--- src/rtl/bsaf_pkg.sv ---
`timescale 1ns / 1ps
// Package for the barrel shifter and adder flags block.
// Holds the shared widths, operation and shift codes, and the payload types.
// Depends on nothing; every other file in rtl uses it.
package bsaf_pkg;

  localparam int unsigned WordW = 32;
  localparam int unsigned AmtW  = 8;
  localparam int unsigned KindW = 2;
  // Number of amount bits that select a position inside one word.
  localparam int unsigned PosW  = $clog2(WordW);

  localparam logic [AmtW-1:0] AmtWord = AmtW'(WordW);

  typedef enum logic {
    OP_ADD   = 1'b0,
    OP_SHIFT = 1'b1
  } op_t;

  typedef enum logic [KindW-1:0] {
    SHIFT_LSL = 2'b00,
    SHIFT_LSR = 2'b01,
    SHIFT_ASR = 2'b10,
    SHIFT_ROR = 2'b11
  } shift_kind_t;

  typedef struct packed {
    op_t               op;
    logic [WordW-1:0]  operand_a;
    logic [WordW-1:0]  operand_b;
    logic [AmtW-1:0]   shift_amount;
    shift_kind_t       shift_type;
  } operands_t;

  typedef struct packed {
    logic [WordW-1:0]  result;
    logic              carry_out;
    logic              overflow;
  } results_t;

  typedef struct packed {
    logic [WordW-1:0]  result;
    logic              carry_out;
  } shift_out_t;

endpackage

--- src/rtl/bsaf_if.sv ---
`timescale 1ns / 1ps
// Channel interfaces for the barrel shifter and adder flags block.
// One interface for operand transfers, one for result transfers.
// Depends on bsaf_pkg for the field widths.

interface bsaf_operands_if;
  logic                          valid;
  logic                          ready;
  logic                          op;
  logic [bsaf_pkg::WordW-1:0]    operand_a;
  logic [bsaf_pkg::WordW-1:0]    operand_b;
  logic [bsaf_pkg::AmtW-1:0]     shift_amount;
  logic [bsaf_pkg::KindW-1:0]    shift_type;

  modport source (output valid, output op, output operand_a, output operand_b,
                  output shift_amount, output shift_type, input ready);
  modport sink   (input valid, input op, input operand_a, input operand_b,
                  input shift_amount, input shift_type, output ready);
endinterface

interface bsaf_results_if;
  logic                          valid;
  logic                          ready;
  logic [bsaf_pkg::WordW-1:0]    result;
  logic                          carry_out;
  logic                          overflow;

  modport source (output valid, output result, output carry_out, output overflow,
                  input ready);
  modport sink   (input valid, input result, input carry_out, input overflow,
                  output ready);
endinterface

--- src/rtl/bsaf_adder.sv ---
`timescale 1ns / 1ps
// 32-bit adder with carry out and signed overflow flag.
// Depends on bsaf_pkg for widths and the result type.
module bsaf_adder (
  input  logic [bsaf_pkg::WordW-1:0] operand_a,
  input  logic [bsaf_pkg::WordW-1:0] operand_b,
  output bsaf_pkg::results_t         sum
);

  logic [bsaf_pkg::WordW:0] total;

  assign total = {1'b0, operand_a} + {1'b0, operand_b};

  always_comb begin
    sum.result    = total[bsaf_pkg::WordW-1:0];
    sum.carry_out = total[bsaf_pkg::WordW];
    // Overflow when both operands share a sign that the sum does not.
    sum.overflow  = (operand_a[bsaf_pkg::WordW-1] == operand_b[bsaf_pkg::WordW-1]) &&
                    (operand_a[bsaf_pkg::WordW-1] != total[bsaf_pkg::WordW-1]);
  end

endmodule

--- src/rtl/bsaf_shifter.sv ---
`timescale 1ns / 1ps
// Barrel shifter with shifter carry and the large-amount rules.
// Depends on bsaf_pkg for widths, shift codes and the shifter output type.
module bsaf_shifter (
  input  logic [bsaf_pkg::WordW-1:0] value,
  input  logic [bsaf_pkg::AmtW-1:0]  shift_amount,
  input  bsaf_pkg::shift_kind_t      shift_type,
  input  logic                       held_carry,
  output bsaf_pkg::shift_out_t       shifted
);

  localparam int unsigned W = bsaf_pkg::WordW;

  logic [bsaf_pkg::PosW-1:0] pos;
  logic [2*W-1:0]            lsl_wide;
  logic [2*W-1:0]            lsr_wide;
  logic [2*W-1:0]            asr_wide;
  logic [2*W-1:0]            ror_wide;
  logic                      sign;
  logic                      amt_zero;
  logic                      amt_word;
  logic                      amt_below;

  assign pos       = shift_amount[bsaf_pkg::PosW-1:0];
  assign sign      = value[W-1];
  assign amt_zero  = (shift_amount == '0);
  assign amt_word  = (shift_amount == bsaf_pkg::AmtWord);
  assign amt_below = (shift_amount < bsaf_pkg::AmtWord);

  // Carry is the bit past the kept word, or the kept word's top bit for ROR.
  assign lsl_wide = {{W{1'b0}}, value} << pos;
  assign lsr_wide = {value, {W{1'b0}}} >> pos;
  assign asr_wide = $signed({value, {W{1'b0}}}) >>> pos;
  assign ror_wide = {value, value} >> pos;

  always_comb begin
    shifted.result    = value;
    shifted.carry_out = held_carry;
    if (!amt_zero) begin
      unique case (shift_type)
        bsaf_pkg::SHIFT_LSL: begin
          shifted.result    = amt_below ? lsl_wide[W-1:0] : '0;
          shifted.carry_out = amt_below ? lsl_wide[W] : (amt_word & value[0]);
        end
        bsaf_pkg::SHIFT_LSR: begin
          shifted.result    = amt_below ? lsr_wide[2*W-1:W] : '0;
          shifted.carry_out = amt_below ? lsr_wide[W-1] : (amt_word & sign);
        end
        bsaf_pkg::SHIFT_ASR: begin
          shifted.result    = amt_below ? asr_wide[2*W-1:W] : {W{sign}};
          shifted.carry_out = amt_below ? asr_wide[W-1] : sign;
        end
        bsaf_pkg::SHIFT_ROR: begin
          // A rotate by a multiple of the word width leaves the value as it is.
          shifted.result    = ror_wide[W-1:0];
          shifted.carry_out = ror_wide[W-1];
        end
        default: begin
          shifted.result    = value;
          shifted.carry_out = held_carry;
        end
      endcase
    end
  end

endmodule

--- src/rtl/barrel_shifter_and_adder_flags_core.sv ---
`timescale 1ns / 1ps
// Top level of the barrel shifter and adder flags block: ALU front of a 32-bit core.
// Depends on bsaf_pkg, the channel interfaces in bsaf_if, bsaf_adder and bsaf_shifter.
//
//   Channel    Direction  Carries
//   --------   ---------  ----------------------------------------------------
//   operands   in         op, operand_a, operand_b, shift_amount, shift_type
//   results    out        result, carry_out, overflow (one per operand transfer)
//
// Each operand transfer yields one result transfer, held first in the input register
// and then in the result register.
// One transfer is taken every cycle while results is not stalled; the rate is set by
// the single adder and shifter pass between the two registers.
// Reset (rst, synchronous, active high) empties both registers and clears the held
// shifter carry.
// A stall on results holds the result register; the input register still takes a
// transfer while it is empty, so the block backs up only when both are full.

module barrel_shifter_and_adder_flags_core (
  input  logic                   clk,
  input  logic                   rst,
  bsaf_operands_if.sink          operands,
  bsaf_results_if.source         results
);

  // Input register.
  logic                  in_valid;
  bsaf_pkg::operands_t   in_data;

  // Result register.
  logic                  out_valid;
  bsaf_pkg::results_t    out_data;

  // Carry left by the last shift with a nonzero amount.
  logic                  held_shift_carry;
  logic                  held_shift_carry_next;

  bsaf_pkg::results_t    add_res;
  bsaf_pkg::shift_out_t  shift_res;
  bsaf_pkg::results_t    alu_res;

  logic                  out_free;
  logic                  advance;

  // The result register can take a new value when empty or being emptied this cycle.
  assign out_free = !out_valid || results.ready;
  assign advance  = in_valid && out_free;

  assign operands.ready = !in_valid || out_free;

  bsaf_adder u_adder (
    .operand_a (in_data.operand_a),
    .operand_b (in_data.operand_b),
    .sum       (add_res)
  );

  bsaf_shifter u_shifter (
    .value        (in_data.operand_a),
    .shift_amount (in_data.shift_amount),
    .shift_type   (in_data.shift_type),
    .held_carry   (held_shift_carry),
    .shifted      (shift_res)
  );

  // Items leave the input register in order, so the held carry seen here always
  // reflects every earlier shift.
  always_comb begin
    held_shift_carry_next = held_shift_carry;
    unique case (in_data.op)
      bsaf_pkg::OP_ADD: begin
        alu_res = add_res;
      end
      bsaf_pkg::OP_SHIFT: begin
        alu_res.result    = shift_res.result;
        alu_res.carry_out = shift_res.carry_out;
        alu_res.overflow  = 1'b0;
        held_shift_carry_next = shift_res.carry_out;
      end
      default: begin
        alu_res = add_res;
      end
    endcase
  end

  always_ff @(posedge clk) begin
    if (rst) begin
      in_valid         <= 1'b0;
      out_valid        <= 1'b0;
      held_shift_carry <= 1'b0;
    end else begin
      if (operands.valid && operands.ready) begin
        in_valid <= 1'b1;
      end else if (advance) begin
        in_valid <= 1'b0;
      end

      if (advance) begin
        out_valid        <= 1'b1;
        held_shift_carry <= held_shift_carry_next;
      end else if (results.ready) begin
        out_valid <= 1'b0;
      end
    end
  end

  // Payload registers carry no reset.
  always_ff @(posedge clk) begin
    if (operands.valid && operands.ready) begin
      in_data.op           <= bsaf_pkg::op_t'(operands.op);
      in_data.operand_a    <= operands.operand_a;
      in_data.operand_b    <= operands.operand_b;
      in_data.shift_amount <= operands.shift_amount;
      in_data.shift_type   <= bsaf_pkg::shift_kind_t'(operands.shift_type);
    end
    if (advance) begin
      out_data <= alu_res;
    end
  end

  assign results.valid     = out_valid;
  assign results.result    = out_data.result;
  assign results.carry_out = out_data.carry_out;
  assign results.overflow  = out_data.overflow;

endmodule
--- src/flat_wrapper.sv ---
// flat-port wrapper written by rule: the top's interface ports become plain ports
module barrel_shifter_and_adder_flags_core_flat 
  (clk, rst, operands_valid, operands_op, operands_operand_a, operands_operand_b, operands_shift_amount, operands_shift_type, operands_ready, results_valid, results_result, results_carry_out, results_overflow, results_ready);
  bsaf_operands_if operands_i ();
  bsaf_results_if results_i ();
  input  logic clk;
  input  logic rst;
  input wire logic [$bits(operands_i.valid)-1:0] operands_valid;
  input wire logic [$bits(operands_i.op)-1:0] operands_op;
  input wire logic [$bits(operands_i.operand_a)-1:0] operands_operand_a;
  input wire logic [$bits(operands_i.operand_b)-1:0] operands_operand_b;
  input wire logic [$bits(operands_i.shift_amount)-1:0] operands_shift_amount;
  input wire logic [$bits(operands_i.shift_type)-1:0] operands_shift_type;
  output wire logic [$bits(operands_i.ready)-1:0] operands_ready;
  output wire logic [$bits(results_i.valid)-1:0] results_valid;
  output wire logic [$bits(results_i.result)-1:0] results_result;
  output wire logic [$bits(results_i.carry_out)-1:0] results_carry_out;
  output wire logic [$bits(results_i.overflow)-1:0] results_overflow;
  input wire logic [$bits(results_i.ready)-1:0] results_ready;
  assign operands_i.valid = operands_valid;
  assign operands_i.op = operands_op;
  assign operands_i.operand_a = operands_operand_a;
  assign operands_i.operand_b = operands_operand_b;
  assign operands_i.shift_amount = operands_shift_amount;
  assign operands_i.shift_type = operands_shift_type;
  assign operands_ready = operands_i.ready;
  assign results_valid = results_i.valid;
  assign results_result = results_i.result;
  assign results_carry_out = results_i.carry_out;
  assign results_overflow = results_i.overflow;
  assign results_i.ready = results_ready;
  barrel_shifter_and_adder_flags_core u_core (.clk(clk), .rst(rst), .operands(operands_i), .results(results_i));
endmodule
--- config.mk ---
export PLATFORM = sky130hd
export DESIGN_NAME = barrel_shifter_and_adder_flags_core_flat
export DESIGN_NICKNAME = d
export VERILOG_FILES = /design/src/rtl/bsaf_pkg.sv /design/src/rtl/bsaf_if.sv /design/src/rtl/bsaf_adder.sv /design/src/rtl/bsaf_shifter.sv /design/src/rtl/barrel_shifter_and_adder_flags_core.sv /design/src/flat_wrapper.sv
export SDC_FILE = /design/constraint.sdc
export NUM_CORES = 1
export LEC_CHECK = 0
export ABC_AREA = 1
export BUFFER_PORTS_ARGS = -buffer_cell sky130_fd_sc_hd__buf_4
export CAP_MARGIN = 10
export CORE_MARGIN = 4
export CORE_UTILIZATION = 45
export CTS_CLUSTER_DIAMETER = 30
export CTS_CLUSTER_SIZE = 14
export DETAILED_ROUTE_END_ITERATION = 10
export PLACE_DENSITY = 0.65
export SLEW_MARGIN = 20
export SYNTH_ARGS = -nofsm -noshare
export SYNTH_HDL_FRONTEND = slang
export SYNTH_SLANG_ARGS = --single-unit
export TNS_END_PERCENT = 100
--- constraint.sdc ---
create_clock -name clk -period 6.15 [get_ports clk]
set_clock_uncertainty 0.15 [all_clocks]
set_input_delay 1.23 -clock clk [delete_from_list [all_inputs] [get_ports clk]]
set_output_delay 1.23 -clock clk [all_outputs]
set_load 0.02 [all_outputs]
==> flow_summary.json <==
{
  "status": "complete, no violations",
  "post_cts_buffers": 0,
  "ant_nets": 0,
  "grt_pass1_wl_um": 66000,
  "placed_cells": 1991,
  "ys_warn_count": 0,
  "p_leak_nw": 5.48,
  "synthFlopType": "edfxtp_1",
  "critPathMaxStageDelay_ns": 0.95,
  "grt-ovfl-total": 0,
  "rr_worst_depth": 16,
  "drcViolationCount": 0,
  "crit_fanout": 76,
  "path_buf_inv": 2,
  "power_density_nw_per_um2": 201,
  "drt_iter0_markers": 1662,
  "antenna_found_initial": 0,
  "critPathMostFrequentCell": "nand2_1",
  "max_cap_violations": 0,
  "cts_max_path_buffers": 2,
  "syn_nets": 1734,
  "core_um2": 22900,
  "regToRegStartpoint": "u_core.in_data[3]$_DFFE_PP_",
  "cts_max_level": 3,
  "hold_path_class": "reg -> reg",
  "seq_area_um2": 3330,
  "critical_path_class": "reg -> reg",
  "hpwl_um": 34600,
  "layout_min_cycle_time_ns": 4.01,
  "n_antenna_cell": 0,
  "cp_slowest_cell": "clkinv_2",
  "worstPathCellList": "buf_4 -> clkinv_2 -> nand2_1 -> nand2_1 -> nand2_1 -> nand2_1 -> nand2_1 -> nand2_1 -> nand2_1 -> nand3_1 -> nand2_1 -> nand2_1 -> nand2_1 -> nand2_1 -> nand2_1 -> nand2_1",
  "start_util": 0.462,
  "setup_viol": 0,
  "first_pass_iters": 6,
  "fin_ws_ns": 2.14,
  "worstPathRequired_ns": 6.12,
  "tightest_slew_ns": 0.953,
  "cts_hold_buf": 0,
  "fin_cells": 2007,
  "syn-instance-count": 1622,
  "rrSetupSlack_ns": 2.14,
  "dp_slack_ns": 2.74,
  "timing.rr.end": "u_core.results.result[1]$_DFFE_PP_",
  "rows": 55,
  "ios": 115,
  "hold_depth": 2,
  "finish.utilization": 0.515,
  "async_flop_share": 0,
  "multi_input_area_um2": 6410,
  "ir_worst_vdd_mv": 0.195,
  "die_y_um": 161,
  "switching_share": 0.394,
  "clk_pin_slew_ns": 0.08,
  "post_cts_resized": 0,
  "gp_routability_congestion": 1.06,
  "grtUsageTotal": 0.334,
  "routedWlPerCell_um": 22.4,
  "area_delta_synth_final_pct": 11.5,
  "pwr-share-seq": 0.396,
  "cts_root_buffer": "clkbuf_16",
  "critical_path.endpoint_type": "register",
  "final_common_cell": "nand2_1",
  "cts_tree": "yes",
  "die_w_um": 161,
  "min_from": "u_core.results.valid$_SDFFE_PP0P_",
  "max_freq_mhz": 249,
  "nFillCells": 2404,
  "pwr-share-clk": 0.253,
  "portBuffers": 114,
  "synth.distinct_cells": 54,
  "die-area_um2": 26000,
  "cp.arrival_ns": 3.97,
  "worstSkewPairLatency_ns": 0.37,
  "drt_wl_total_um": 44900,
  "synth.avg_cell_area_um2": 6.53,
  "seq_area_frac_synth": 0.315,
  "maxSlewViolCount": 0,
  "vias_per_cell": 5.95,
  "worst_hold_slack_ns": 0.371,
  "mostFrequentLayoutCells": "nand2_1 (582), nand3_1 (260), buf_4 (130), edfxtp_1 (109), nor2_1 (108)",
  "synth_area_um2": 10600,
  "cts_made_buffers": 9,
  "synth_top_area_share": 0.309,
  "whs_endpoint": "u_core.results.valid$_SDFFE_PP0P_",
  "nets": 1801,
  "grt_max_degree": 77,
  "slew_headroom": 0.365,
  "fin_setup_tns_ns": 0,
  "synth-seq-cells": 112,
  "vias": 11900,
  "p_comb_frac": 0.352,
  "synth_area_leaders": "edfxtp_1 (31%), nand2_1 (21%), nand3_1 (12%)",
  "intPower_mw": 1.44,
  "min_period_over_period": 0.652,
  "yosys.area.top_type": "edfxtp_1",
  "drive_gt1_frac": 0.123,
  "grt_setup_unrepaired": "no",
  "grt_pass1_vias": 10600,
  "path_delay_family": "simple AND/OR/NAND/NOR gates",
  "cp-start-kind": "register",
  "clock_sinks": 112,
  "hold_viol": 0,
  "switchingPower_uw": 933,
  "synth_edf_count": 109
}
-- cells in the mapped netlist, drive strengths merged, types with 3 or more instances --
cell      n
a21oi    89
inv     103
clkbuf   11
nand4    22
or2      16
edfxtp  109
buf      63
nor3     16
o21ai    94
dfxtp     3
nand3   262
nor4      4
o211ai   22
clkinv    4
a31oi     5
nand2   602
ha       32
nor2    113
a21o      5
a21boi    4
mux2i     5
nand3b    8
o21bai    7
and2     10
-- metrics by stage --
step	power, mW	instance area [um^2]
after CTS	2.35	11800
final	2.37	11800
after floorplan	1.47	10600
after global placement	1.76	11500
after global routing	2.48	11800
after detailed placement	1.75	11500
-- cell type report --
cell class,count,area share
Multi-Input combinational cell,1329,0.543
Clock inverter,6,0.00466
Sequential cell,112,0.282
Inverter,107,0.0349
Clock buffer,10,0.0194
Timing Repair Buffer,130,0.0827
Tap cell,313,0.0332
-- per-layer routing --
metal | part of all wire | track usage
met3 | 0.11 | 0.0577
met4 | 0.055 | 0.157
met5 | 0 | 0
met2 | 0.41 | 0.475
met1 | 0.43 | 0.493
-- state kept, by name, summed over array words and instances (netlist names) --
name,count
u_core.in_data,75
u_core.results.result,32
u_core.held_shift_carry,1
u_core.in_valid,1
u_core.results.carry_out,1
u_core.results.overflow,1
u_core.results.valid,1
-- worst min-delay path, cell delays in order (launching register included) --
cell     delay, ns
dfxtp_1       0.33
nand2_1       0.08
a21oi_1       0.07
-- cells by family (layout without fill, tap and decap cells) --
group,Yosys count,count (layout),share of synthesized area
and+or+nand+nor,1053,1053,0.429
xor gates and xnor gates,3,3,0.00248
AOI/OAI and AO/OA,235,235,0.129
muxes,5,5,0.00473
DFF,112,112,0.315
adders and majority gates,33,33,0.0397
buffers and inverters,181,253,0.0796
-- worst max path at each step --
stage,start,endpoint,slack (ns),cells past startpoint
floorplan,results_ready,u_core.in_data[0]$_DFFE_PP_,2.52,4
global placement,u_core.in_data[3]$_DFFE_PP_,u_core.results.result[25]$_DFFE_PP_,2.73,11
detailed placement,u_core.in_data[3]$_DFFE_PP_,u_core.results.result[25]$_DFFE_PP_,2.74,11
CTS,u_core.in_data[3]$_DFFE_PP_,u_core.results.result[25]$_DFFE_PP_,2.72,11
global route,u_core.in_data[3]$_DFFE_PP_,u_core.results.result[1]$_DFFE_PP_,1.84,16
finish,u_core.in_data[3]$_DFFE_PP_,u_core.results.result[1]$_DFFE_PP_,2.14,16
-- power by group through the flow --
stage | logic, mW | registers, mW | clock network (mW)
2_1_floorplan | 0.514 | 0.957 | 0
3_3_place_gp | 0.802 | 0.955 | 0
3_5_place_dp | 0.800 | 0.955 | 0
4_1_cts | 0.804 | 0.937 | 0.612
5_1_grt | 0.900 | 0.941 | 0.644
6_report | 0.833 | 0.937 | 0.598
(Power assumes the default switching activity.)
